--- src/hw/rtl/snell_refraction_vector_core_macros.svh ---
// Assertion macros for the Snell refraction vector core.
// Needs a clock named clk and an active-high reset named rst in scope.
`ifndef SNELL_REFRACTION_VECTOR_CORE_MACROS_SVH
`define SNELL_REFRACTION_VECTOR_CORE_MACROS_SVH

// check a condition at every clock edge outside reset
`define SRV_CHECK(lbl, expr, msg) \
  lbl: assert property (@(posedge clk) disable iff (rst) (expr)) else $error(msg);

// check that a condition implies another in the same cycle
`define SRV_CHECK_IMP(lbl, ante, cons, msg) \
  lbl: assert property (@(posedge clk) disable iff (rst) (ante) |-> (cons)) else $error(msg);

`endif

--- src/hw/rtl/srv_pkg.sv ---
// Shared types and constants for the Snell refraction vector core.
// No dependencies; used by the cells and the top level.
package srv_pkg;

  localparam int DivSteps  = 30;
  localparam int SqrtSteps = 31;

  localparam logic [88:0] ONE_Q60_WIDE = 89'h1000_0000_0000_0000;
  localparam logic [61:0] ONE_Q60      = 62'h1000_0000_0000_0000;
  localparam logic [29:0] ONE_Q28      = 30'h1000_0000;
  localparam logic [47:0] TIR_VECTOR   = {16'd0, 16'd0, 16'd16384};

  typedef struct packed {
    logic               valid;
    logic signed [15:0] ix;
    logic signed [15:0] iy;
    logic signed [15:0] iz;
    logic signed [16:0] nx;
    logic signed [16:0] ny;
    logic signed [16:0] nz;
    logic [14:0]        c14;
    logic [28:0]        b;
    logic               tir;
    logic [44:0]        ec;
    logic signed [46:0] iex;
    logic signed [46:0] iey;
    logic signed [46:0] iez;
  } srv_ctx_t;

  typedef struct packed {
    logic [13:0] rem;
    logic [29:0] num;
    logic [13:0] d;
    logic [29:0] q;
  } srv_div_t;

  typedef struct packed {
    logic [33:0] rem;
    logic [61:0] k;
    logic [30:0] root;
  } srv_sqrt_t;

  function automatic logic [15:0] srv_round_sat(input logic signed [65:0] r);
    logic signed [65:0] t;
    logic signed [35:0] q;
    t = r + 66'sd536870912;
    q = t[65:30];
    if (q > 36'sd32767) begin
      return 16'h7fff;
    end else if (q < -36'sd32768) begin
      return 16'h8000;
    end else begin
      return q[15:0];
    end
  endfunction

endpackage

--- src/hw/rtl/srv_sqrt_cell.sv ---
// One integer square-root cell: two radicand bits in, one root bit out.
// Depends on srv_pkg.
module srv_sqrt_cell import srv_pkg::*; (
  input  logic      clk,
  input  logic      rst,
  input  logic      en,
  input  srv_ctx_t  ctx_in,
  input  srv_sqrt_t sq_in,
  output srv_ctx_t  ctx_out,
  output srv_sqrt_t sq_out
);

  logic [35:0] sh;
  logic [35:0] trial;
  logic        ge;
  srv_sqrt_t   sq_next;

  always_comb begin
    sh    = {sq_in.rem, sq_in.k[61:60]};
    trial = {3'b0, sq_in.root, 2'b01};
    ge    = sh >= trial;
    sq_next.rem  = ge ? 34'(sh - trial) : sh[33:0];
    sq_next.k    = {sq_in.k[59:0], 2'b00};
    sq_next.root = {sq_in.root[29:0], ge};
  end

  always_ff @(posedge clk) begin
    if (rst) begin
      ctx_out.valid <= 1'b0;
    end else if (en) begin
      ctx_out <= ctx_in;
      sq_out  <= sq_next;
    end
  end

endmodule

--- config.mk ---
export PLATFORM = sky130hd
export DESIGN_NAME = srv_sqrt_cell
export DESIGN_NICKNAME = d
export VERILOG_FILES = /design/src/hw/rtl/snell_refraction_vector_core_macros.svh /design/src/hw/rtl/srv_pkg.sv /design/src/hw/rtl/srv_sqrt_cell.sv
export SDC_FILE = /design/constraint.sdc
export NUM_CORES = 1
export LEC_CHECK = 0
export BUFFER_PORTS_ARGS = -buffer_cell sky130_fd_sc_hd__buf_4
export CORE_AREA = 2 2 359 361
export CTS_CLUSTER_DIAMETER = 120
export DETAILED_ROUTE_END_ITERATION = 8
export DIE_AREA = 0 0 361 363
export GPL_ROUTABILITY_DRIVEN = 0
export GPL_TIMING_DRIVEN = 1
export MAX_ROUTING_LAYER = met4
export PLACE_DENSITY_LB_ADDON = 0.25
export REMOVE_ABC_BUFFERS = 1
export SLEW_MARGIN = 10
export SYNTH_ARGS = -nofsm -noshare
export SYNTH_HDL_FRONTEND = slang
export SYNTH_SLANG_ARGS = --single-unit
export TNS_END_PERCENT = 30
--- constraint.sdc ---
create_clock -name clk -period 44.6 [get_ports clk]
set_clock_uncertainty 0.15 [all_clocks]
set_input_delay 8.92 -clock clk [delete_from_list [all_inputs] [get_ports clk]]
set_output_delay 8.92 -clock clk [all_outputs]
set_load 0.01 [all_outputs]
* Word level (Yosys, flattened, before mapping)
Index checks and enable logic that the tools add are counted.
** Cells by class
- Add/subtract/negate cells :: 1
- Multipliers :: 0
- Div/mod/pow operators :: 0
- $lt $le $gt $ge :: 1
- Equal/unequal tests :: 0
- Shift-type cells :: 0
- Muxes and demuxes :: 1
- Bitwise operators :: 1
- Reductions and logical operators :: 1
** Operators by type and width (count)
- $ge A36 B33 Y1 :: 1
- $mux W34 :: 1
- $sub A34 B33 Y34 :: 1
- $reduce_and A2 Y1 :: 1
- $not A1 Y1 :: 1
** Word-level totals
- Register bits after elaboration :: 456
- Bits in latches :: 0
- Memory bits (writable) :: 0
- Memory bits (read-only) :: 0
- Input bits :: 461
- Output and inout bits :: 458
- Logic and storage cells :: 22
- Memories kept :: 0

* Depth between registers and ports, before layout
- Depth in word-level cells :: 2
- Depth in mapped cells :: 14

* Least setup slack after synthesis
No wires, ideal clock.
- Path type :: in2reg
- Start point :: in rst
- End point :: reg ctx_out[0] in the netlist's numbering (enable)
- Library setup time :: 1.345 ns
- Arrival time :: 29.004 ns
- Setup slack :: 14.100 ns
- Stages on the path :: 1
- Path through :: nor2b_1
** On the way
- Longest elaborated chain between the ends :: 2
** RTL lines
- start, declared :: RTL line srv_sqrt_cell.sv:5 : input logic rst,
- $not A1 Y1 (no source line)
- $reduce_and A2 Y1 (no source line)
- end signal, assigned :: RTL line srv_sqrt_cell.sv:31 : ctx_out <= ctx_in;
- end, declared :: RTL line srv_sqrt_cell.sv:9 : output srv_ctx_t ctx_out,
No other way between the ends.
A chain may end at the register's enable or synchronous reset.

==> impl_metrics.csv <==
group,metric,value,unit
drt,ant_nets,0,
job,maxCapViolCount,0,
grt,grt_pass1_wl,90900,um
timing,finalHoldViolCount,0,
pwr,p_per_area,41.0,nW/um^2
outcome,outcome,"complete, no violations",
timing,slew_headroom,0.403,
logic_synthesis,netlist_instances,827,
grt,grt_overflow_total,0,
drt,via_per_inst,3.23,
timing,final.min_clock_period,11990,ps
critical_path,path_max_fanout,54,
place,dp_slack,31720,ps
layout,ff_latch_area,13700,um^2
clocking,clk_pin_slew_worst_paths,60,ps
grt,grt.busiest_layer,"met2",
critical_path,crit_required,44810,ps
timing,timing.setup.tns,0,ps
die,dieWidth,361,um
critical_path,path_buf_inv,4,
pwr,power,1.10,mW
timing,fmax,83.4,MHz
hold_path,hold_path_class,"reg -> reg",
critical_path,cp_top_family,"simple AND/OR/NAND/NOR gates",
logic_synthesis,yosysTopAreaCellShare,0.847,
place,portBuffers,916,
drt,first_pass_iters,5,
layout,nets,2282,
critical_path,timing.rr.start,"ctx_out[330]$_SDFFE_PP0P_",
hold_path,min_from,"ctx_out[330]$_SDFFE_PP0P_",
die,core,127000,um^2
layout,drive_above_1_share,0.560,
layout,fin_cells,3506,
logic_synthesis,synth_area_per_cell,19.5,um^2
clocking,hold_buffers,0,
critical_path,r2r_end,"ctx_out[330]$_SDFFE_PP0P_",
clocking,root_buffer,"clkbuf_16",
pwr,p_leak,10.7,nW
clocking,cts_made_buffers,55,
logic_synthesis,yosys_warnings,0,
layout,syn2layout_area_growth,66.1,%
hold_path,min_to,"ctx_out[330]$_SDFFE_PP0P_",
critical_path,crit_type,"in -> reg",
clocking,cts_resized,0,
logic_synthesis,syn_area,16100,um^2
layout,multi_input_area,2190,um^2
critical_path,critical_path.slowest_cell,"nor4_2",
grt,antenna_found_initial,19,
layout,fill_cells,13600,
timing,drv_slew,0,
critical_path,cpPeakStageDelay,690,ps
clocking,cts_tree,"built",
hold_path,whs_path_depth,2,
timing,period_share,0.269,
logic_synthesis,synth_edf_count,455,
critical_path,rr_worst_depth,2,
logic_synthesis,async_flop_share,0,
grt,grt_usage,0.101,
logic_synthesis,synthTopCellsByArea,"edfxtp_1, ha_1, a21oi_1",
drt,drc,0,
timing,hold_slack,356,ps
die,ioPinCount,919,
critical_path,startpoint_type,"input port",
grt,grt_util_met2,0.177,
drt,drt_wl_total,68500,um
logic_synthesis,yosysTopAreaCell,"edfxtp_1",
timing,tightest_slew,895,ps
critical_path,cp-end-kind,"flip-flop",
critical_path,crit_arrival,12200,ps
drt,wl_per_cell,19.5,um
place,place_inst,3393,
logic_synthesis,yosysUniqueCellTypes,59,
logic_synthesis,ys.flop_type,"edfxtp_1",
die,die_h,363,um
drt,drt-initial-drc-count,763,
grt,grt_pass1_vias,12000,
clocking,cts_htree_levels,2,
timing,finalSetupViolCount,0,
timing,rsz0062_at_grt,"false",
clocking,cts_sinks,456,
place,dp_hpwl,54800,um
pwr,ir_worst_vdd,24.0,uV
timing,fin_ws,32610,ps
critical_path,crit_path_cell_trace,"buf_4, inv_1, ha_1, inv_1, nor4_2, nand3_1, nor2_1, a2111oi_2, o21a_1, inv_6, mux2_2",
logic_synthesis,synth.yosys.seq_area_share,0.848,
grt,grt_max_degree,141,
grt,grtUsageMet1,0.101,
grt,met3_usage,0.0429,
drt,vias,11300,
die,initial_utilization,0.127,
clocking,clock_path_buffers,3,
clocking,post-cts-setup-buffers,0,
die,rows,131,
clocking,clk_latency,650,ps
critical_path,path_common_cell,"inv_1",
critical_path,r2r_setup_slack,43860,ps
logic_synthesis,ys_seq_elements,456,
die,design.die.area,131000,um^2
sequential cells by signal (all words and copies together), names as in the netlist:
| signal | flops |
|---|---|
| sq_out | 125 |
| ctx_out | 331 |
worst min-delay path: stages, from the launching register on:
cell and delay [ps]:
dfxtp_1 330, mux2i_1 70, nor2_1 70
power by group:
part	switching, mW	internal, mW
sequential	0.00996	0.508
clock	0.186	0.246
combinational	0.0731	0.0751
worst max-delay path by stage:
stage / endpoint / slack, ps / cells after the start / start
floorplan: ctx_out[0]$_DFFE_PP_ / 14100 / 1 / rst
global placement: sq_out[96]$_DFFE_PP_ / 31730 / 11 / sq_in[14]
detailed placement: sq_out[96]$_DFFE_PP_ / 31720 / 11 / sq_in[14]
CTS: sq_out[96]$_DFFE_PP_ / 32410 / 11 / sq_in[14]
global route: sq_out[96]$_DFFE_PP_ / 32360 / 11 / sq_in[14]
finish: sq_out[120]$_DFFE_PP_ / 32610 / 11 / sq_in[14]
metal layers:
metal	up-vias	part of all wire
met5	-	0
li1	5142	-
met2	534	0.52
met1	5553	0.36
met3	82	0.091
met4	0	0.026
Yosys cell counts (7+ instances only):
library cell,number
edfxtp_1,455
nor2_1,44
a21oi_1,40
inv_1,40
ha_1,33
nand2_1,23
a21o_1,15
o21ai_0,15
xnor2_1,15
xor2_1,14
a21oi_2,10
clkbuf_1,8
mux2_2,8
and3_1,7
o21a_1,7
area by class of cell:
cell class	count	area share
inverters	41	0.00593
clock buffers	70	0.0535
flip-flops and latches	456	0.511
diodes	12	0.00112
repair buffers	922	0.259
well taps	1662	0.0776
clock inverters	31	0.0107
multi-input cells	312	0.0818
cell usage in the layout (no fill, tap or decap), types with 4 or more instances in the layout:
cell type and n:
a21o_1 15, a21oi_1 40, a21oi_2 10, a31oi_1 4, and3_1 7, buf_4 921
clkbuf_1 15, clkbuf_16 55, clkinv_1 13, clkinv_2 7, diode_2 12, edfxtp_1 455
ha_1 33, inv_1 40, inv_6 4, mux2_2 8, nand2_1 23, nand3_1 6
nand4_1 6, nor2_1 44, nor3_1 6, o21a_1 7, o21ai_0 15, o21bai_1 6
o22ai_1 4, xnor2_1 15, xor2_1 14
logic make-up after synthesis:
group / synth area share
multiplexers: 0.00713
buffers and inverters: 0.0169
other: 0.000232
AO/OA/AOI/OAI: 0.0523
AND/OR/NAND/NOR: 0.0341
XOR/XNOR: 0.0157
flip-flops: 0.848
adder cells (fa/ha/maj): 0.0256
stage by stage:
step | cell area (um^2) | util
6_report | 26800 | 0.211
5_1_grt | 26800 | 0.211
4_1_cts | 26800 | 0.211
3_5_place_dp | 25000 | 0.197
3_3_place_gp | 25000 | 0.197
2_1_floorplan | 16000 | -
No activity file was read; power rests on OpenSTA's default activity.
