===== src/hw/rtl/snell_refraction_vector_core_macros.svh =====
// Assertion macros for the Snell refraction vector core.
// Needs a clock named clk and an active-high reset named rst in scope.
`ifndef SNELL_REFRACTION_VECTOR_CORE_MACROS_SVH
`define SNELL_REFRACTION_VECTOR_CORE_MACROS_SVH

// check a condition at every clock edge outside reset
`define SRV_CHECK(lbl, expr, msg) \
  lbl: assert property (@(posedge clk) disable iff (rst) (expr)) else $error(msg);

// check that a condition implies another in the same cycle
`define SRV_CHECK_IMP(lbl, ante, cons, msg) \
  lbl: assert property (@(posedge clk) disable iff (rst) (ante) |-> (cons)) else $error(msg);

`endif


===== src/hw/rtl/srv_pkg.sv =====
// Shared types and constants for the Snell refraction vector core.
// No dependencies; used by the cells and the top level.
package srv_pkg;

  localparam int DivSteps  = 30;
  localparam int SqrtSteps = 31;

  localparam logic [88:0] ONE_Q60_WIDE = 89'h1000_0000_0000_0000;
  localparam logic [61:0] ONE_Q60      = 62'h1000_0000_0000_0000;
  localparam logic [29:0] ONE_Q28      = 30'h1000_0000;
  localparam logic [47:0] TIR_VECTOR   = {16'd0, 16'd0, 16'd16384};

  typedef struct packed {
    logic               valid;
    logic signed [15:0] ix;
    logic signed [15:0] iy;
    logic signed [15:0] iz;
    logic signed [16:0] nx;
    logic signed [16:0] ny;
    logic signed [16:0] nz;
    logic [14:0]        c14;
    logic [28:0]        b;
    logic               tir;
    logic [44:0]        ec;
    logic signed [46:0] iex;
    logic signed [46:0] iey;
    logic signed [46:0] iez;
  } srv_ctx_t;

  typedef struct packed {
    logic [13:0] rem;
    logic [29:0] num;
    logic [13:0] d;
    logic [29:0] q;
  } srv_div_t;

  typedef struct packed {
    logic [33:0] rem;
    logic [61:0] k;
    logic [30:0] root;
  } srv_sqrt_t;

  function automatic logic [15:0] srv_round_sat(input logic signed [65:0] r);
    logic signed [65:0] t;
    logic signed [35:0] q;
    t = r + 66'sd536870912;
    q = t[65:30];
    if (q > 36'sd32767) begin
      return 16'h7fff;
    end else if (q < -36'sd32768) begin
      return 16'h8000;
    end else begin
      return q[15:0];
    end
  endfunction

endpackage


===== src/hw/rtl/srv_div_cell.sv =====
// One restoring-division cell: one quotient bit per cell.
// Depends on srv_pkg.
module srv_div_cell import srv_pkg::*; (
  input  logic      clk,
  input  logic      rst,
  input  logic      en,
  input  srv_ctx_t  ctx_in,
  input  srv_div_t  div_in,
  output srv_ctx_t  ctx_out,
  output srv_div_t  div_out
);

  logic [14:0] sh;
  logic        ge;
  srv_div_t    div_next;

  always_comb begin
    sh = {div_in.rem, div_in.num[29]};
    ge = sh >= {1'b0, div_in.d};
    div_next.rem = ge ? 14'(sh - {1'b0, div_in.d}) : sh[13:0];
    div_next.num = {div_in.num[28:0], 1'b0};
    div_next.d   = div_in.d;
    div_next.q   = {div_in.q[28:0], ge};
  end

  always_ff @(posedge clk) begin
    if (rst) begin
      ctx_out.valid <= 1'b0;
    end else if (en) begin
      ctx_out <= ctx_in;
      div_out <= div_next;
    end
  end

endmodule


===== config.mk =====
export PLATFORM = sky130hd
export DESIGN_NAME = srv_div_cell
export DESIGN_NICKNAME = d
export VERILOG_FILES = /design/src/hw/rtl/snell_refraction_vector_core_macros.svh /design/src/hw/rtl/srv_pkg.sv /design/src/hw/rtl/srv_div_cell.sv
export SDC_FILE = /design/constraint.sdc
export NUM_CORES = 1
export LEC_CHECK = 0
export BUFFER_PORTS_ARGS = -buffer_cell sky130_fd_sc_hd__buf_4
export CORE_AREA = 10 10 323 325
export DETAILED_ROUTE_END_ITERATION = 12
export DIE_AREA = 0 0 333 335
export GPL_ROUTABILITY_DRIVEN = 0
export REMOVE_ABC_BUFFERS = 1
export SKIP_LAST_GASP = 1
export SLEW_MARGIN = 30
export SYNTH_ARGS = -nofsm -noshare
export SYNTH_HDL_FRONTEND = slang
export SYNTH_SLANG_ARGS = --single-unit

===== constraint.sdc =====
create_clock -name clk -period 23 [get_ports clk]
set_input_delay 1.15 -clock clk [delete_from_list [all_inputs] [get_ports clk]]
set_output_delay 1.15 -clock clk [all_outputs]
set_load 0.05 [all_outputs]

After elaboration in Yosys (flattened, before gate mapping) --
Index checks and enable logic that the tools add are counted.
Word-level totals: register bits 418, input port bits 422, output and inout bits 419, word-level logic and storage cells 23
Cells by class: add/subtract/negate cells 1, order comparisons 1, mux-type cells 1, bitwise operators 1, reductions and logical operators 1
Operators with widths (number):
- greater-or-equal comparator 15 x 14 -> 1 bit | 1
- 2-to-1 mux 14 bit | 1
- subtractor 14 bit | 1
- AND reduction 2 bit | 1
- inverter 1 bit | 1

Longest topological paths before layout --
Gate-level depths: netlist of the first run.
depth after elaboration 2, mapped depth 10, gate-level depth less buffers 10

Least setup slack after synthesis of the first run --
OpenSTA, ideal clock, no wires.
path type input-to-reg, start input rst, end register ctx_out[0] in the netlist's numbering, enable pin, setup time 1.263 ns, data arrival time 19.561 ns, required time 21.737 ns, slack 2.177 ns, stages on the path 1, buffers on the path 0, cells stage by stage nor2b_1
Between the ends: cells in the longest elaborated chain, start to end 2
RTL lines:
- from (decl) | line srv_div_cell.sv:5 | input logic rst,
- inverter 1 bit (no line)
- AND reduction 2 bit (no line)
- to (signal assigned) | line srv_div_cell.sv:30 | ctx_out <= ctx_in;
- to (decl) | line srv_div_cell.sv:9 | output srv_ctx_t ctx_out,
No other way between the ends. A chain may end at the register's enable or synchronous reset.

==> run_results.csv, run 1 <==
group,metric,value,unit
outcome,status,"completed",
sta,fmax,344,MHz
finish,utilization,0.237,
global_route,grt_start_max_net_pins,149,
global_route,grt_pass1_vias,9527,
route,drt-pass1-iter-count,4,
cts,clock-sinks,418,
logic_synthesis,synth_cell_types,44,
logic_synthesis,syn-cell-area,13600,um^2
sta,rsz0062_at_grt,"false",
worst_setup_path,startpoint_type,"input port",
worst_setup_path,required,23360,ps
route,via_per_inst,3.26,
sta,slew_headroom,0.310,
die,die_h,335,um
finish,area_delta_synth_final,70.9,%
cts,cts_root_buf,"clkbuf_16",
die,fp.dieW,333,um
worst_setup_path,cpLargestDelayFamily,"compound AO/OA/AOI/OAI gates",
finish,final_cell_mix,"buf_4 (841), edfxtp_1 (417), clkbuf_16 (50)",
finish,nNetsFinal,1883,
cts,cts.hold.buffers_added,0,
logic_synthesis,yosysWarnings,0,
route,vias,9040,
finish,fill_cells,10200,
cts,postCtsSetupBuffers,0,
logic_synthesis,ys_async_sr_fraction,0,
route,drt_iter0_drc,504,
logic_synthesis,synth_edf_count,417,
place,dpl.hpwl,46.9,mm
cts,ctsResizeCount,0,
worst_setup_path,cp.arrival,3270,ps
global_route,grt-ovfl-total,0,
global_route,antenna_found_initial,14,
power_and_ir_drop,ir_worst_vdd,0.0652,mV
logic_synthesis,synth-seq-area-share,0.922,
worst_setup_path,cp_max_fo,4,
die,initial_core_util,0.139,
finish,final_common_cell,"buf_4",
sta,tightest_slew,1040,ps
place,io_buffers,838,
die,dieArea,112000,um^2
die,io_pins,841,
cts,numCtsBuffers,50,
cts,path_clk_slew,60,ps
route,wire_per_inst,21.0,um
logic_synthesis,synthFlopType,"edfxtp_1",
finish,drive_gt1_frac,0.634,
logic_synthesis,synth-seq-cells,418,
die,std_cell_rows,115,
cts,htreeDepth,2,
route,ant_nets,0,
cts,cts_buffer_depth,3,
finish,multi_input_area,955,um^2
worst_setup_path,crit_buf_inv,3,
worst_setup_path,crit_top_cell,"inv_1",
run,cap_violations,0,
global_route,track_usage,0.0981,
hold_path,hold_path.class,"register to register",
sta,timing.setup.tns,0,ps
worst_setup_path,worstSetupEndpointType,"register",
route,drc,0,
worst_setup_path,criticalPathCategory,"input port to register",
logic_synthesis,avgSynthCellArea,24.7,um^2
sta,slew_violations,0,
global_route,grt_pass1_wl,77.5,mm
sta,setup_viol,0,
route,wirelength,58.3,mm
power_and_ir_drop,p_total,2090,uW
finish,regArea,12500,um^2
power_and_ir_drop,leakagePower,0.00933,uW
logic_synthesis,syn_inst,551,
sta,period_needed,2910,ps
worst_setup_path,worstPathCellList,"buf_4 -> inv_1 -> ha_1 -> inv_1 -> fa_1 -> a21oi_1 -> o2111a_1 -> o21bai_1 -> a21o_1 -> xor2_1 -> mux2_4",
sta,timing_hold_violations_final,0,
die,core,97800,um^2
power_and_ir_drop,power_density,90.0,nW/um^2
sta,fin_crit_sh,0.126,
worst_setup_path,slowest_stage,"fa_1",
sta,clock_skew,0,ps
cts,cts_tree,"built",
cts,clock_latency,600,ps
worst_setup_path,max_stage_delay,390,ps
cell usage after synthesis, types with 2 or more instances:
cell	n	share of area
edfxtp_1	417	0.92
inv_1	21	0.0058
ha_1	15	0.014
nor2_1	12	0.0033
xnor2_1	8	0.0052
mux2_4	7	0.0077
a21oi_1	5	0.0018
mux2_2	5	0.0041
nand3_1	5	0.0018
mux2i_1	4	0.0029
nand2_1	4	0.0011
nor2b_1	4	0.0018
a21o_1	3	0.0017
and3_1	3	0.0014
a31oi_2	2	0.0018
buf_6	2	0.0017
o2111ai_1	2	0.0013
o21a_1	2	0.0011
o21ai_0	2	0.00074
o21bai_1	2	0.0011
o311ai_0	2	0.0013
xor2_1	2	0.0013
flip-flops by register name, summed over array words and instances (netlist names):
register	cells
div_out	87
ctx_out	331
worst register-to-register path: stages, from the launching register on:
cell,delay (ps)
dfxtp_1,420
mux2i_1,100
nor2_1,80
logic make-up after synthesis:
| kind of cell | count (synthesis) | synth area share |
|---|---|---|
| fa+ha+maj | 16 | 0.0153 |
| flops | 418 | 0.922 |
| other cells | 1 | 0.000276 |
| mux | 16 | 0.0148 |
| simple gates | 35 | 0.0133 |
| buf+inv | 24 | 0.00801 |
| xor+xnor | 10 | 0.00644 |
| compound gates | 31 | 0.0195 |
where the power goes:
group / switching [uW] / internal [uW]
logic: 253 / 123
registers: 18.4 / 899
clock network: 335 / 462
per-stage QoR:
step	cells	hold slack, ps	area (um^2)	worst slack, ps
finish	2777	588	23200	20090
global route	2775	623	23200	19990
CTS	2772	591	23200	19600
detailed placement	2678	580	21500	18890
global placement	2678	593	21500	18960
floorplan	548	733	13600	2180
layer usage:
metal | share of wire | track usage | up-vias
li1 | - | - | 4003
met2 | 0.49 | 0.164 | 567
met3 | 0.12 | 0.0517 | 104
met4 | 0.036 | 0.0433 | 18
met5 | 0.0020 | 0 | -
met1 | 0.35 | 0.102 | 4348
area by class of cell:
class | instances | share of cell area
Antenna cell | 3 | 0.000323
Clock buffer | 62 | 0.0558
Clock inverter | 32 | 0.0148
Inverter | 21 | 0.00339
Multi-Input combinational cell | 109 | 0.0411
Sequential cell | 418 | 0.540
Tap cell | 1287 | 0.0693
Timing Repair Buffer | 845 | 0.275
path summary, 6_finish.rpt:
check | startpoint | endpoint | slack, ps | cells after the start
worst max-delay path | div_in[73] | div_out[82]$_DFFE_PP_ | 20090 | 11
worst min-delay path | ctx_out[330]$_SDFFE_PP0P_ | ctx_out[330]$_SDFFE_PP0P_ | 590 | 2
worst max register to register | ctx_out[330]$_SDFFE_PP0P_ | ctx_out[330]$_SDFFE_PP0P_ | 22350 | 2
worst min register to register | ctx_out[330]$_SDFFE_PP0P_ | ctx_out[330]$_SDFFE_PP0P_ | 590 | 2
(Power assumes the default switching activity.)
==> inputs of run 2 (changes only) <==
--- a/config.mk
+++ b/config.mk
@@ -6,9 +6,9 @@
 export NUM_CORES = 1
 export LEC_CHECK = 0
 export BUFFER_PORTS_ARGS = -buffer_cell sky130_fd_sc_hd__buf_4
-export CORE_AREA = 10 10 323 325
+export CORE_AREA = 10 10 320 322
 export DETAILED_ROUTE_END_ITERATION = 12
-export DIE_AREA = 0 0 333 335
+export DIE_AREA = 0 0 330 332
 export GPL_ROUTABILITY_DRIVEN = 0
 export REMOVE_ABC_BUFFERS = 1
 export SKIP_LAST_GASP = 1
==> constraint.sdc (replaced) <==
create_clock -name clk -period 2.5 [get_ports clk]
set_input_delay 0.125 -clock clk [delete_from_list [all_inputs] [get_ports clk]]
set_output_delay 0.125 -clock clk [all_outputs]
set_load 0.05 [all_outputs]
==> run_results.csv, run 2 (synthesized netlist as in run 1, its figures left out) <==
group,metric,value,unit
sta,setup_viol,0,
outcome,status,"completed",
worst_setup_path,startpoint_type,"input port",
global_route,grt-ovfl-total,0,
cts,cts_root_buf,"clkbuf_16",
worst_setup_path,cp.arrival,2690,ps
route,drt-pass1-iter-count,5,
sta,slew_violations,0,
cts,cts_buffer_depth,3,
power_and_ir_drop,ir_worst_vdd,0.552,mV
power_and_ir_drop,power_density,718,nW/um^2
sta,period_needed,2330,ps
hold_path,hold_path.class,"input port to register",
global_route,track_usage,0.111,
place,dpl.hpwl,47.9,mm
finish,fill_cells,9451,
finish,largest_reg_flops,331,
route,drt_iter0_drc,583,
sta,fin_ws,171,ps
place,place_ws,117,ps
worst_setup_path,cp_max_fo,4,
finish,utilization,0.286,
worst_setup_path,timing.rr.end,"ctx_out[330]$_SDFFE_PP0P_",
worst_setup_path,required,2860,ps
finish,final_cell_mix,"buf_4 (844), dlygate4sd3_1 (419), edfxtp_1 (417)",
cts,clock_latency,600,ps
sta,clock_skew,0,ps
worst_setup_path,worstSetupEndpointType,"register",
finish,final_common_cell,"buf_4",
die,dieArea,110000,um^2
route,drc,0,
die,io_pins,841,
place,io_buffers,838,
finish,fin_area,27500,um^2
sta,tightest_slew,702,ps
cts,postCtsSetupBuffers,0,
die,die_h,332,um
finish,reg.largest.list,"ctx_out (331), div_out (87)",
sta,rsz0062_at_grt,"false",
die,initial_core_util,0.142,
finish,area_delta_synth_final,102,%
worst_setup_path,reg2regPathDepth,3,
finish,drive_gt1_frac,0.494,
global_route,grt_pass1_vias,12100,
route,via_per_inst,3.33,
run,cap_violations,0,
sta,fmax,429,MHz
cts,clock-sinks,418,
sta,fin_crit_sh,0.932,
worst_setup_path,r2r_setup_slack,1350,ps
die,core,96000,um^2
cts,htreeDepth,2,
cts,numCtsBuffers,49,
sta,timing_hold_violations_final,0,
hold_path,hold_depth,3,
finish,regArea,12500,um^2
cts,cts_tree,"built",
route,wire_per_inst,20.0,um
worst_setup_path,criticalPathCategory,"input port to register",
power_and_ir_drop,leakagePower,0.0111,uW
cts,path_clk_slew,60,ps
hold_path,hold_start,"en",
route,ant_nets,0,
die,std_cell_rows,114,
global_route,grt_start_max_net_pins,105,
finish,multi_input_area,955,um^2
place,placed_cell_area,21600,um^2
route,vias,10700,
finish,regMostFlops,"ctx_out",
global_route,antenna_found_initial,23,
route,wirelength,64.2,mm
worst_setup_path,r2r-start,"ctx_out[330]$_SDFFE_PP0P_",
hold_path,hold_end,"ctx_out[288]$_DFFE_PP_",
global_route,grt_pass1_wl,88.0,mm
sta,slew_headroom,0.532,
die,fp.dieW,330,um
finish,nNetsFinal,2307,
-- run 2: worst max path at each step --
stage               start  slack [ps]  cells past startpoint                     to
2_1_floorplan         rst      -17300                      1   ctx_out[0]$_DFFE_PP_
3_3_place_gp   div_in[73]          90                     11  div_out[86]$_DFFE_PP_
3_5_place_dp   div_in[73]         120                     11  div_out[86]$_DFFE_PP_
4_1_cts        div_in[73]         240                     12  div_out[86]$_DFFE_PP_
5_1_grt        div_in[73]          60                     12  div_out[82]$_DFFE_PP_
6_report       div_in[73]         170                     12  div_out[82]$_DFFE_PP_
-- run 2: area by class of cell --
cell class / count / share of cell area
sequential: 418 / 0.456
timing repair buffer: 1270 / 0.388
tap: 1276 / 0.0581
clock buffer: 54 / 0.0461
multi-input combinational: 109 / 0.0347
clock inverter: 37 / 0.0121
inverter: 21 / 0.00287
antenna: 16 / 0.00146
-- run 2: power breakdown --
group          switching (uW)  total (uW)  internal [uW]
combinational            2500        4070           1570
sequential                192        8460           8270
clock                    3040        7210           4170
-- run 2: worst max-delay path, stage by stage --
cell,delay (ps)
dlygate4sd3_1,540
buf_4,130
inv_1,80
ha_1,150
inv_1,50
fa_1,400
a21oi_1,220
o2111a_1,350
o21bai_1,90
a21o_1,190
xor2_1,130
mux2_4,250
-- run 2: routing by layer --
| layer | GRT usage | vias up | wire (um) | part of all wire |
|---|---|---|---|---|
| met4 | 0.0377 | 8 | 1990 | 0.031 |
| met5 | 0 | - | 54 | 0.00084 |
| met2 | 0.187 | 602 | 31200 | 0.49 |
| met1 | 0.119 | 5071 | 23300 | 0.36 |
| li1 | - | 4873 | - | - |
| met3 | 0.0538 | 96 | 7590 | 0.12 |
-- run 2: stage by stage --
| step | std cells | setup TNS [ps] | total power, uW | hold WS, ps |
|---|---|---|---|---|
| 2_1_floorplan | 548 | -7213320 | 10700 | 197 |
| 3_3_place_gp | 2675 | 0 | 12100 | 303 |
| 3_5_place_dp | 2675 | 0 | 12100 | 304 |
| 4_1_cts | 3185 | 0 | 20100 | 126 |
| 5_1_grt | 3194 | 0 | 20400 | 163 |
| 6_report | 3201 | 0 | 19700 | 195 |
-- run 2: timing repair --
action	in CTS	in global routing
gates resized for setup	0	0
hold endpoints to repair	418	0
hold buffers	419	0
